`config.mk`:
```
export PLATFORM = sky130hd
export DESIGN_NAME = tmsr_ctrl
export DESIGN_NICKNAME = d
export VERILOG_FILES = /design/src/rtl/core/tmsr_pkg.sv /design/src/rtl/core/tmsr_ctrl.sv
export SDC_FILE = /design/constraint.sdc
export NUM_CORES = 1
export LEC_CHECK = 0
export ABC_AREA = 0
export CAP_MARGIN = 0
export CORE_UTILIZATION = 30
export DETAILED_ROUTE_END_ITERATION = 8
export DONT_BUFFER_PORTS = 1
export SLEW_MARGIN = 10
export SYNTH_ARGS = -nofsm -noshare
export SYNTH_HDL_FRONTEND = slang
export SYNTH_SLANG_ARGS = --single-unit
```
`constraint.sdc`:
```
create_clock -name aclk -period 1.35 [get_ports aclk]
set_input_delay 0.0675 -clock aclk [delete_from_list [all_inputs] [get_ports aclk]]
set_output_delay 0.0675 -clock aclk [all_outputs]
set_load 0.01 [all_outputs]
```
`src/rtl/core/tmsr_pkg.sv`:
```
// Shared types, constants and helpers for the text-mode scanline renderer.
// Every other file of the core refers to this package by scoped names.
package tmsr_pkg;

    // Geometry of the screen store and font store
    localparam int MAX_ROWS     = 64;
    localparam int MAX_COLS     = 128;
    localparam int FIRST_GLYPH  = 32;
    localparam int GLYPH_COUNT  = 96;
    localparam int ROW_W        = 6;
    localparam int COL_W        = 7;
    localparam int CHAR_ROW_W   = 7;
    localparam int SCREEN_AW    = ROW_W + COL_W;
    localparam int SCREEN_DEPTH = MAX_ROWS * MAX_COLS;
    localparam int GLYPH_IW     = 7;
    localparam int FONT_AW      = GLYPH_IW + 3;
    localparam int FONT_DEPTH   = GLYPH_COUNT * 8;

    localparam logic [8:0] MAX_ROWS_V    = 9'(MAX_ROWS);
    localparam logic [8:0] MAX_COLS_V    = 9'(MAX_COLS);
    localparam logic [7:0] SPACE_CODE    = 8'd32;
    localparam logic [SCREEN_AW-1:0] SCREEN_LAST = SCREEN_AW'(SCREEN_DEPTH - 1);

    // Request function codes
    localparam logic [1:0] FUNC_SCREEN_WR = 2'd0;
    localparam logic [1:0] FUNC_FONT_WR   = 2'd1;
    localparam logic [1:0] FUNC_RENDER    = 2'd2;

    // Configuration register indexes
    localparam int CFG_IDX_W = 3;
    localparam logic [CFG_IDX_W-1:0] CFG_TEXT_COLOR  = 3'd0;
    localparam logic [CFG_IDX_W-1:0] CFG_BG_COLOR    = 3'd1;
    localparam logic [CFG_IDX_W-1:0] CFG_DOUBLE_SIZE = 3'd2;
    localparam logic [CFG_IDX_W-1:0] CFG_COLS_IN_USE = 3'd3;
    localparam logic [CFG_IDX_W-1:0] CFG_ROWS_IN_USE = 3'd4;

    // Byte orderings of the serialiser
    localparam logic [2:0] NORMAL_ORDER [8] = '{3'd2, 3'd3, 3'd0, 3'd1,
                                                3'd6, 3'd7, 3'd4, 3'd5};
    localparam logic [2:0] DOUBLE_ORDER [16] = '{3'd1, 3'd1, 3'd0, 3'd0,
                                                 3'd3, 3'd3, 3'd2, 3'd2,
                                                 3'd5, 3'd5, 3'd4, 3'd4,
                                                 3'd7, 3'd7, 3'd6, 3'd6};

    typedef struct packed {
        logic [1:0] func;
        logic [5:0] cell_row;
        logic [6:0] cell_col;
        logic [7:0] char_code;
        logic [2:0] glyph_row;
        logic [7:0] glyph_bits;
        logic [9:0] scan_line;
    } in_item_t;

    typedef struct packed {
        logic [63:0] pixels;
        logic        last;
    } out_item_t;

    // Controller to datapath
    typedef struct packed {
        logic clear_step;
        logic screen_wr;
        logic font_wr;
        logic render;
        logic font_rd;
        logic load_out;
        logic second_half;
    } cmd_t;

    // Datapath to controller
    typedef struct packed {
        logic clear_last;
        logic out_free;
        logic double_mode;
    } status_t;

    // True when a code has a glyph in the font store
    function automatic logic in_glyph_range(input logic [7:0] code);
        return (9'(code) >= 9'(FIRST_GLYPH)) &&
               (9'(code) < 9'(FIRST_GLYPH + GLYPH_COUNT));
    endfunction

endpackage

```
`src/rtl/core/tmsr_ctrl.sv`:
```
// Sequencer of the renderer: clearing pass, request decode, fetch and emit steps.
// Depends on tmsr_pkg for the command and status structs and function codes.
module tmsr_ctrl (
    input  logic             aclk,
    input  logic             aresetn,
    input  logic             s_valid,
    input  logic [1:0]       s_func,
    output logic             s_ready,
    input  tmsr_pkg::status_t st,
    output tmsr_pkg::cmd_t    cmd
);

    typedef enum logic [4:0] {
        ST_CLEAR = 5'b00001,
        ST_IDLE  = 5'b00010,
        ST_FETCH = 5'b00100,
        ST_EMIT1 = 5'b01000,
        ST_EMIT2 = 5'b10000
    } state_t;

    state_t state_reg, state_next;
    logic   accept;

    assign s_ready = (state_reg == ST_IDLE);
    assign accept  = s_valid && s_ready;

    // Decode state and request into commands
    always_comb begin
        state_next      = state_reg;
        cmd             = '0;
        unique case (state_reg)
            ST_CLEAR: begin
                cmd.clear_step = 1'b1;
                if (st.clear_last) begin
                    state_next = ST_IDLE;
                end
            end
            ST_IDLE: begin
                if (accept) begin
                    cmd.screen_wr = (s_func == tmsr_pkg::FUNC_SCREEN_WR);
                    cmd.font_wr   = (s_func == tmsr_pkg::FUNC_FONT_WR);
                    cmd.render    = (s_func == tmsr_pkg::FUNC_RENDER);
                    if (s_func == tmsr_pkg::FUNC_RENDER) begin
                        state_next = ST_FETCH;
                    end
                end
            end
            ST_FETCH: begin
                cmd.font_rd = 1'b1;
                state_next  = ST_EMIT1;
            end
            ST_EMIT1: begin
                if (st.out_free) begin
                    cmd.load_out = 1'b1;
                    state_next   = st.double_mode ? ST_EMIT2 : ST_IDLE;
                end
            end
            ST_EMIT2: begin
                cmd.second_half = 1'b1;
                if (st.out_free) begin
                    cmd.load_out = 1'b1;
                    state_next   = ST_IDLE;
                end
            end
            default: begin
                state_next = ST_CLEAR;
            end
        endcase
    end

    // Advance state
    always_ff @(posedge aclk) begin
        if (!aresetn) begin
            state_reg <= ST_CLEAR;
        end else begin
            state_reg <= state_next;
        end
    end

    // A result is never loaded over one still waiting downstream
    a_load_free: assert property (@(posedge aclk) disable iff (!aresetn)
        cmd.load_out |-> st.out_free)
        else $error("result loaded while output register busy");

    // Double-size first half always moves on to the second half
    a_double_two: assert property (@(posedge aclk) disable iff (!aresetn)
        (state_reg == ST_EMIT1 && st.out_free && st.double_mode)
            |=> (state_reg == ST_EMIT2))
        else $error("double-size request lost its second result");

    // Leaving reset always starts the clearing pass
    a_reset_clear: assert property (@(posedge aclk) disable iff (!aresetn)
        $past(!aresetn) |-> (state_reg == ST_CLEAR))
        else $error("clearing pass skipped after reset");

    // Clearing pass holds until the final entry is written
    a_clear_hold: assert property (@(posedge aclk) disable iff (!aresetn)
        (state_reg == ST_CLEAR && !st.clear_last) |=> (state_reg == ST_CLEAR))
        else $error("clearing pass ended early");

endmodule

```
==> results of run 1 <==
-- worst max path at each step --
| stage | endpoint | slack [ns] | cells after the start |
|---|---|---|---|
| final | cmd[4] | -0.34 | 4 |
| after global placement | state_reg[1] | -0.15 | 5 |
| after detailed placement | state_reg[4] | -0.16 | 5 |
| after floorplan | cmd[5] | -0.25 | 5 |
| after CTS | cmd[5] | -0.30 | 4 |
| after global routing | cmd[4] | -0.38 | 4 |
-- power groups by stage --
stage	clock network, uW	registers (uW)	logic [uW]
floorplan	0	224	217
global placement	0	218	357
detailed placement	0	220	353
CTS	174	217	411
global route	176	230	500
finish	168	225	464
-- per-layer routing --
layer | vias to the layer above | share of wire, %
met5 | - | 0
met4 | 0 | 5.7
met3 | 6 | 6.8
met2 | 21 | 47
met1 | 194 | 40
li1 | 207 | -
-- kinds of logic (layout without fill, tap and decap cells) --
kind of cell	count (synthesis)	after routing	share of synthesized area (%)
simple gates	24	24	43.0
compound gates	10	10	20.6
flops	5	5	25.3
buf+inv	4	23	6.64
xor+xnor	2	2	4.43
-- layout make-up --
| class | count | share of cell area, % |
|---|---|---|
| Multi-Input combinational cell | 36 | 51.9 |
| Timing Repair Buffer | 18 | 24.0 |
| Sequential cell | 5 | 16.4 |
| Clock buffer | 4 | 4.24 |
| Tap cell | 14 | 2.83 |
| Inverter | 1 | 0.606 |
-- cells in the final DEF, fill, tap and decap left out, types with 2 or more instances in the layout --
| cell | instances |
|---|---|
| nor3_1 | 2 |
| nor2_1 | 2 |
| dfxtp_1 | 4 |
| o21ai_0 | 2 |
| nand2_1 | 2 |
| and2_1 | 2 |
| xor2_1 | 2 |
| buf_4 | 14 |
| clkbuf_4 | 3 |
| nand4b_1 | 2 |
| buf_6 | 3 |
| nor2b_1 | 2 |
| nor3b_4 | 2 |
-- repair_timing --
| action | 4_1_cts | 5_1_grt |
|---|---|---|
| hold buffers | 1 | 0 |
| buffers inserted | 4 | 3 |
| gates resized for setup | 5 | 7 |
| endpoints found under the hold margin | 2 | 0 |
| pin swaps | 4 | 6 |
| setup endpoints to repair | 10 | 10 |
-- stage by stage --
step / cell area [um2] / total power [uW] / cells / util, % / TNS [ns]
floorplan: 404 / 441 / 45 / - / -1.30
global placement: 482 / 575 / 67 / 41.1 / -0.839
detailed placement: 482 / 572 / 67 / 41.1 / -0.907
CTS: 578 / 802 / 76 / 49.4 / -2.45
global route: 619 / 906 / 78 / 52.9 / -3.38
finish: 619 / 857 / 78 / 52.9 / -2.91
-- worst max-delay path: stages (launching register included) --
cell,delay [ns]
dfxtp_2,0.31
or3_4,0.40
nor3b_4,0.26
buf_4,0.17
and4b_2,0.24
==> flow_summary.rst, run 1 <==
.. list-table::
   :header-rows: 1

   * - Metric
     - Value
   * - Net switching power of the design
     - 311 uW
   * - Distinct cell type count of the synthesized netlist
     - 28
   * - Area of combinational cells with multiple inputs
     - 322 um2
   * - Startpoint type of the worst setup path
     - flip-flop
   * - Routed wire per std cell
     - 13.5 um
   * - Worst Setup Slack post-DPL
     - -0.160 ns
   * - Deepest level of the CTS H-tree
     - 1
   * - Number of enable-type register cells in the synthesized netlist
     - 0
   * - Capture point of the worst reg-to-reg path
     - state_reg[1]
   * - Largest driver fanout on the critical path
     - 3
   * - Fin worst setup slack
     - -0.340 ns
   * - Achievable Freq
     - 592 MHz
   * - Logic gate share of total power
     - 54.2%
   * - Worst endpoint required time
     - 1.28 ns
   * - Top FF cell, synth
     - dfxtp_1
   * - Chip Height
     - about 38 um
   * - Fill count
     - 126
   * - Met1 capacity usage during global routing
     - 16.0%
   * - Antenna violations before repair
     - 0
   * - Violated checks
     - setup timing
   * - Fraction of power spent switching nets
     - a little over a third
   * - Maximum number of pins on one net before global-route repair
     - 11
   * - Min Hold Slack
     - 0.0311 ns
   * - RSZ-0062 raised after global routing
     - true
   * - Timing startpoint of the critical path
     - state_reg[3]
   * - Crit path DAT
     - 1.62 ns
   * - Final wirelength
     - around 1.1 mm
   * - Class of the tightest hold or removal check
     - input pin to flip-flop
   * - End point of the worst hold path
     - state_reg[4]
   * - Top Usage Layer GRT
     - met2
   * - Number of cells on the worst hold path
     - 2
   * - Effective utilization at floorplan
     - 33.8%
   * - Startpoint of the tightest hold check path
     - st[0]
   * - TritonCTS clock tree
     - built
   * - Number of maximum-capacitance constraint violations
     - 0
   * - Vias per std cell
     - 5.49
   * - Relative slew slack
     - 75.1%
   * - Internal power component
     - about 550 uW
   * - Mean area per synthesized cell
     - 8.79 um2
   * - Horiz. Die Dim
     - 38.3 um
   * - Post-synthesis to final-layout area growth
     - 56.6%
   * - Clk pwr share
     - between 10% and 20%
   * - Vias after detailed routing
     - approximately 430
   * - Commonest cells in the netlist
     - 5 x dfxtp_1, 4 x nor2_1, 3 x nor3_1
   * - GR Util met2
     - 26.7%
   * - Actual slew at the worst max-slew pin
     - 0.369 ns
   * - Net count after synthesis
     - 53
   * - Final setup violating endpoints
     - 10
   * - CTS sink cnt
     - 5
   * - Clock buffers created by TritonCTS
     - 3
   * - IR Drop Worst-Case VDD
     - approximately 0.00054 V
   * - R2R setup slack
     - -0.34 ns
   * - Type of element capturing the critical path
     - output pin
   * - Number of warning messages in the yosys log
     - 0
   * - Final routed DRC violation total
     - 0
   * - Fraction of the yosys area taken by sequential cells
     - 25.3%
   * - Half-perimeter wire length after detailed placement
     - ~640 um
   * - Run status
     - complete, but fails checks
   * - Clk pin slew, worst setup/hold paths
     - 0.04 ns
   * - Most common cell in the netlist
     - dfxtp_1
   * - Core Region
     - around 1200 um2
   * - Clock Tree Buf Depth
     - 2
   * - Met3 capacity usage during global routing
     - 2.33%
   * - Period minus WS final
     - 1.69 ns
   * - Final Max Tran Viols
     - 0
   * - Period Utilization, post-route
     - 125%
   * - Input/output buffers
     - 0
   * - Buffer cell driving the clock tree root
     - clkbuf_4
   * - Register share of total power
     - 26.2%
   * - Die Area
     - roughly 1500 um2
   * - Final count of hold timing violations
     - 0
   * - Number of antenna-violating nets in the routed design
     - 0
   * - Remaining global-route overflow
     - 0
   * - Flip-flop count of the largest register after layout
     - 5
   * - Tot GR Track Use
     - about 17%
   * - Drt pass-1 iters
     - 3
   * - Post-layout nets
     - 73
   * - Fraction of final layout cells with drive strength greater than 1
     - 50.0%
   * - Lkg Pwr
     - 0.000255 uW
   * - Post-synthesis async set-or-reset flop share
     - 0%
   * - Number of cells produced by synthesis
     - 45
   * - Crit Path Class
     - flip-flop to output pin
   * - Start of the worst register-to-register path
     - state_reg[3]
   * - Vias in the first global route
     - 393
   * - Gpl congestion
     - 0.706
   * - Wire length of the first global-routing pass
     - 1.52 mm
   * - Clock network latency to the later pin of the worst-skew pair
     - 0.24 ns
   * - # IOs
     - 16
   * - Share of the synthesized area in the top cell type
     - about a quarter
   * - Cell Rows
     - 12
   * - Total area of sequential cells
     - 101 um2
   * - First DRT Iteration DRCs
     - 4
   * - Post-synthesis instance area
     - a little under 400 um2
   * - Top cells by area in the synthesized netlist
     - dfxtp_1 25%, nor3b_4 4.7%, nand4b_1 4.4%
   * - Worst Clk Skew
     - approximately 0.00023 ns
   * - Dominant cell type by area after synthesis
     - dfxtp_1
   * - Reg2Reg Depth
     - 7
   * - Register bit total from synthesis
     - 5
   * - Cell Pwr Density
     - 1380 nW/um2
   * - # diodes
     - 0
Power figures use the tool's default switching activity.
==> run 2: changes to the inputs <==
==> constraint.sdc (replaced) <==
create_clock -name aclk -period 1.9 [get_ports aclk]
set_input_delay 0.095 -clock aclk [delete_from_list [all_inputs] [get_ports aclk]]
set_output_delay 0.095 -clock aclk [all_outputs]
set_load 0.01 [all_outputs]
==> flow_summary.rst, run 2 (same netlist as run 1, synthesis figures left out) <==
.. list-table::
   :header-rows: 1

   * - Metric
     - Value
   * - Run status
     - completed
   * - # IOs
     - 16
   * - Period Utilization, post-route
     - 95.1%
   * - Number of antenna-violating nets in the routed design
     - 0
   * - Flip-flop count of the largest register after layout
     - 5
   * - Clk pin slew, worst setup/hold paths
     - roughly 0.05 ns
   * - Lkg Pwr
     - 0.000173 uW
   * - Deepest level of the CTS H-tree
     - 1
   * - IR Drop Worst-Case VDD
     - between 0.0003 and 0.0004 V
   * - Relative slew slack
     - 67.4%
   * - Capture point of the worst reg-to-reg path
     - state_reg[1]
   * - Core Region
     - 1170 um2
   * - Vias after detailed routing
     - 362
   * - Worst Clk Skew
     - 0.00779 ns
   * - TritonCTS clock tree
     - built
   * - Routed wire per std cell
     - 13.0 um
   * - Final setup violating endpoints
     - 0
   * - Half-perimeter wire length after detailed placement
     - 628 um
   * - Tot GR Track Use
     - ~14%
   * - Worst Setup Slack post-DPL
     - 0.322 ns
   * - Final wirelength
     - 842 um
   * - Post-synthesis to final-layout area growth
     - 17.7%
   * - Class of the tightest hold or removal check
     - input pin to flip-flop
   * - Most frequent standard cell in the layout excluding fill and tap cells
     - dfxtp_1
   * - Area of combinational cells with multiple inputs
     - 278 um2
   * - Actual slew at the worst max-slew pin
     - 0.485 ns
   * - Cell Pwr Density
     - 1070 nW/um2
   * - Effective utilization at floorplan
     - 33.8%
   * - Remaining global-route overflow
     - 0
   * - Die Area
     - 1470 um2
   * - # diodes
     - 0
   * - RSZ-0062 raised after global routing
     - false
   * - Worst endpoint required time
     - 1.80 ns
   * - Start of the worst register-to-register path
     - state_reg[3]
   * - Drt pass-1 iters
     - 4
   * - Final routed DRC violation total
     - 0
   * - Buffer cell driving the clock tree root
     - clkbuf_4
   * - Antenna violations before repair
     - 0
   * - Fraction of final layout cells with drive strength greater than 1
     - about a quarter
   * - Horiz. Die Dim
     - 38.3 um
   * - Vias per std cell
     - 5.57
   * - Clock Tree Buf Depth
     - 2
   * - Crit path DAT
     - about 1.7 ns
   * - Clock network latency to the later pin of the worst-skew pair
     - 0.25 ns
   * - Reg2Reg Depth
     - 5
   * - Total area of sequential cells
     - around 100 um2
   * - Type of element capturing the critical path
     - output pin
   * - Fin worst setup slack
     - 0.0926 ns
   * - Gpl congestion
     - 0.702
   * - Input/output buffers
     - 0
   * - Wire length of the first global-routing pass
     - 1.43 mm
   * - Final Max Tran Viols
     - 0
   * - Setup TNS Final
     - 0 ns
   * - Leading cell types in the layout, fill and taps excluded
     - 5 x dfxtp_1, 4 x nor2_1, 4 x buf_4
   * - Vias in the first global route
     - 341
   * - Number of maximum-capacitance constraint violations
     - 0
   * - Period minus WS final
     - 1.81 ns
   * - Chip Height
     - around 38 um
   * - Post-layout nets
     - 60
   * - Largest driver fanout on the critical path
     - 11
   * - Maximum number of pins on one net before global-route repair
     - 12
   * - Crit Path Class
     - flip-flop to output pin
   * - Final count of hold timing violations
     - 0
   * - CTS sink cnt
     - 5
   * - Last element of the critical path
     - cmd[4]
   * - Cell Rows
     - 12
   * - R2R setup slack
     - around 0.32 ns
   * - Fill count
     - 133
   * - Achievable Freq
     - about 550 MHz
   * - Sum of internal, switching and leakage power
     - 496 uW
   * - Post-CTS Setup Bufs
     - 0
   * - First DRT Iteration DRCs
     - 6
   * - Clock buffers created by TritonCTS
     - 3
   * - Startpoint type of the worst setup path
     - flip-flop
   * - Timing startpoint of the critical path
     - state_reg[3]
-- run 2: report_power, final --
| part | internal, uW | switching [uW] |
|---|---|---|
| Combinational | 98.0 | 104 |
| Clock | 79.7 | 48.1 |
| Sequential | 129 | 37.7 |
-- run 2: worst min path at each step --
stage / startpoint / to / slack, ns / cells past startpoint
CTS: st[0] / state_reg[4] / 0.02 / 2
global route: st[0] / state_reg[4] / 0.03 / 2
floorplan: s_func[1] / cmd[5] / 0.22 / 1
global placement: s_func[1] / cmd[5] / 0.23 / 1
detailed placement: s_func[1] / cmd[5] / 0.23 / 1
finish: st[0] / state_reg[4] / 0.02 / 2
-- run 2: routing by layer --
| layer | GRT usage [%] | wire length, um |
|---|---|---|
| met1 | 19.9 | 413 |
| met2 | 18.6 | 319 |
| met3 | 5.81 | 87 |
| met4 | 8.04 | 21 |
| met5 | 0 | 0 |
-- run 2: layout make-up --
cell class | count | share of cell area (%)
clock buffers | 4 | 5.65
flip-flops and latches | 5 | 21.5
repair buffers | 5 | 8.60
multi-input cells | 36 | 59.7
inverters | 1 | 0.806
well taps | 14 | 3.76
-- run 2: critical path, stage by stage (launching register included) --
cell,delay [ns]
dfxtp_1,0.39
or3_4,0.44
nor3b_4,0.20
buf_4,0.17
and4b_2,0.26
-- run 2: timing repair --
action,in CTS,in global routing
resized for setup,0,1
endpoints found under the hold margin,2,0
hold buffers,1,0
endpoints found under the setup margin,0,1
-- run 2: metrics by stage --
step / area (um2) / utilization, % / hold slack, ns / cells
after floorplan: 395 / - / 0.224 / 45
after global placement: 420 / 35.9 / 0.226 / 60
after detailed placement: 420 / 35.9 / 0.226 / 60
after CTS: 457 / 39.0 / 0.0173 / 65
after global routing: 465 / 39.7 / 0.0343 / 65
final: 465 / 39.7 / 0.0217 / 65
==> run 3: changes to the inputs <==
--- a/config.mk
+++ b/config.mk
@@ -8,8 +8,10 @@
 export ABC_AREA = 0
 export CAP_MARGIN = 0
 export CORE_UTILIZATION = 30
+export CTS_BUF_LIST = sky130_fd_sc_hd__clkbuf_4 sky130_fd_sc_hd__clkbuf_8 sky130_fd_sc_hd__clkbuf_16
 export DETAILED_ROUTE_END_ITERATION = 8
 export DONT_BUFFER_PORTS = 1
+export REMOVE_ABC_BUFFERS = 1
 export SLEW_MARGIN = 10
 export SYNTH_ARGS = -nofsm -noshare
 export SYNTH_HDL_FRONTEND = slang
==> flow_summary.rst, run 3 (same netlist as run 1, synthesis figures left out) <==
.. list-table::
   :header-rows: 1

   * - Metric
     - Value
   * - RSZ-0062 raised after global routing
     - false
   * - Cell Pwr Density
     - ~1100 nW/um2
   * - Drt pass-1 iters
     - 4
   * - First DRT Iteration DRCs
     - 12
   * - Clock Tree Buf Depth
     - 2
   * - # diodes
     - 0
   * - Most frequent standard cell in the layout excluding fill and tap cells
     - buf_4
   * - Cell Rows
     - 12
   * - Fraction of final layout cells with drive strength greater than 1
     - 30.2%
   * - Post-layout nets
     - slightly above 60
   * - Buffer cell driving the clock tree root
     - clkbuf_4
   * - Period Utilization, post-route
     - 92.8%
   * - Crit Path Class
     - flip-flop to output pin
   * - Final count of hold timing violations
     - 0
   * - Core Region
     - 1170 um2
   * - Horiz. Die Dim
     - 38.3 um
   * - Worst endpoint required time
     - 1.80 ns
   * - Relative slew slack
     - 76.1%
   * - Fill count
     - 120
   * - Half-perimeter wire length after detailed placement
     - 665 um
   * - Effective utilization at floorplan
     - 33.8%
   * - # IOs
     - 16
   * - Leading cell types in the layout, fill and taps excluded
     - 6 x buf_4, 5 x dfxtp_1, 4 x nor2_1, 4 x clkbuf_4, 3 x nor3_1
   * - Clk pin slew, worst setup/hold paths
     - 0.04 ns
   * - Achievable Freq
     - 567 MHz
   * - Timing startpoint of the critical path
     - state_reg[0]
   * - Run status
     - completed
   * - Startpoint type of the worst setup path
     - flip-flop
   * - Final Max Tran Viols
     - 0
   * - Flip-flop count of the largest register after layout
     - 5
   * - Start of the worst register-to-register path
     - state_reg[0]
   * - Die Area
     - 1470 um2
   * - Wire length of the first global-routing pass
     - between 1.5 and 2 mm
   * - Clock buffers created by TritonCTS
     - 3
   * - CTS sink cnt
     - 5
   * - Clock network latency to the later pin of the worst-skew pair
     - 0.24 ns
   * - Class of the tightest hold or removal check
     - input pin to flip-flop
   * - Tot GR Track Use
     - 16.4%
   * - Post-CTS Setup Bufs
     - 0
   * - Final wirelength
     - 868 um
   * - Deepest level of the CTS H-tree
     - 1
   * - Lkg Pwr
     - 0.000188 uW
   * - Gpl congestion
     - 0.784
   * - Number of antenna-violating nets in the routed design
     - 0
   * - IR Drop Worst-Case VDD
     - about 0.0004 V
   * - Antenna violations before repair
     - 0
   * - Chip Height
     - about 38 um
   * - Number of maximum-capacitance constraint violations
     - 0
   * - Min Hold Slack
     - 0.0287 ns
   * - Type of element capturing the critical path
     - output pin
   * - Setup TNS Final
     - 0 ns
   * - Vias per std cell
     - 5.52
   * - Routed wire per std cell
     - 13.0 um
   * - TritonCTS clock tree
     - built
   * - Worst Clk Skew
     - 0.00332 ns
   * - Final setup violating endpoints
     - 0
   * - Startpoint of the tightest hold check path
     - st[0]
   * - Vias after detailed routing
     - 370
   * - Actual slew at the worst max-slew pin
     - 0.356 ns
   * - Period minus WS final
     - around 1.8 ns
   * - Largest driver fanout on the critical path
     - 7
   * - Maximum number of pins on one net before global-route repair
     - 11
   * - Vias in the first global route
     - 358
   * - Crit path DAT
     - roughly 1.7 ns
   * - Remaining global-route overflow
     - 0
   * - Input/output buffers
     - 0
   * - Final routed DRC violation total
     - 0
   * - Post-synthesis to final-layout area growth
     - 22.5%
-- run 3: per-stage QoR --
stage	utilization (%)	instances	instance area, um2	setup WS (ns)	total power (uW)
finish	41.3	67	484	0.136	510
global route	41.3	67	484	0.0500	555
CTS	40.6	67	475	0.0881	512
detailed placement	37.2	62	435	0.355	369
global placement	37.2	62	435	0.388	370
floorplan	-	42	373	0.267	309
-- run 3: critical path, cell delays in order (launching register included) --
cell and delay [ns]:
dfxtp_1 0.35, or3_4 0.36, nor3b_4 0.29, inv_2 0.10, nor4b_4 0.32
-- run 3: area by class of cell --
| type | count | area [um2] | area share (%) |
|---|---|---|---|
| clock buffer | 4 | 30.0 | 6.20 |
| inverter | 1 | 3.75 | 0.775 |
| tap | 14 | 17.5 | 3.62 |
| multi-input combinational | 36 | 278 | 57.4 |
| timing repair buffer | 7 | 55.1 | 11.4 |
| sequential | 5 | 100 | 20.7 |
-- run 3: power by group --
| part | leakage, uW | internal (uW) | switching [uW] | total, uW |
|---|---|---|---|---|
| registers | 0.0000408 | 129 | 38.2 | 167 |
| logic | 0.000128 | 105 | 101 | 205 |
| clock network | 0.0000184 | 93.7 | 44.0 | 138 |
-- run 3: worst paths after layout --
check,to,slack [ns],cells after the start
setup / recovery,cmd[5],0.14,4
hold / removal,state_reg[4],0.03,2
setup reg to reg,state_reg[0],0.39,5
hold reg to reg,state_reg[4],0.67,3
-- run 3: layer usage --
metal  share of wire, %  routed length (um)  vias to the layer above  GRT usage [%]
met5                  0                   0                        -              0
met4                  0                   0                        0           8.04
met3                5.8                  50                        0           7.56
met2                 48                 414                       11           23.7
met1                 46                 402                      173           20.3
li1                   -                   -                      186              -
-- run 3: what timing repair did --
| item | 4_1_cts | 5_1_grt |
|---|---|---|
| setup endpoints to repair | 0 | 1 |
| hold buffers | 1 | 0 |
| resized for setup | 0 | 1 |
| endpoints found under the hold margin | 2 | 0 |
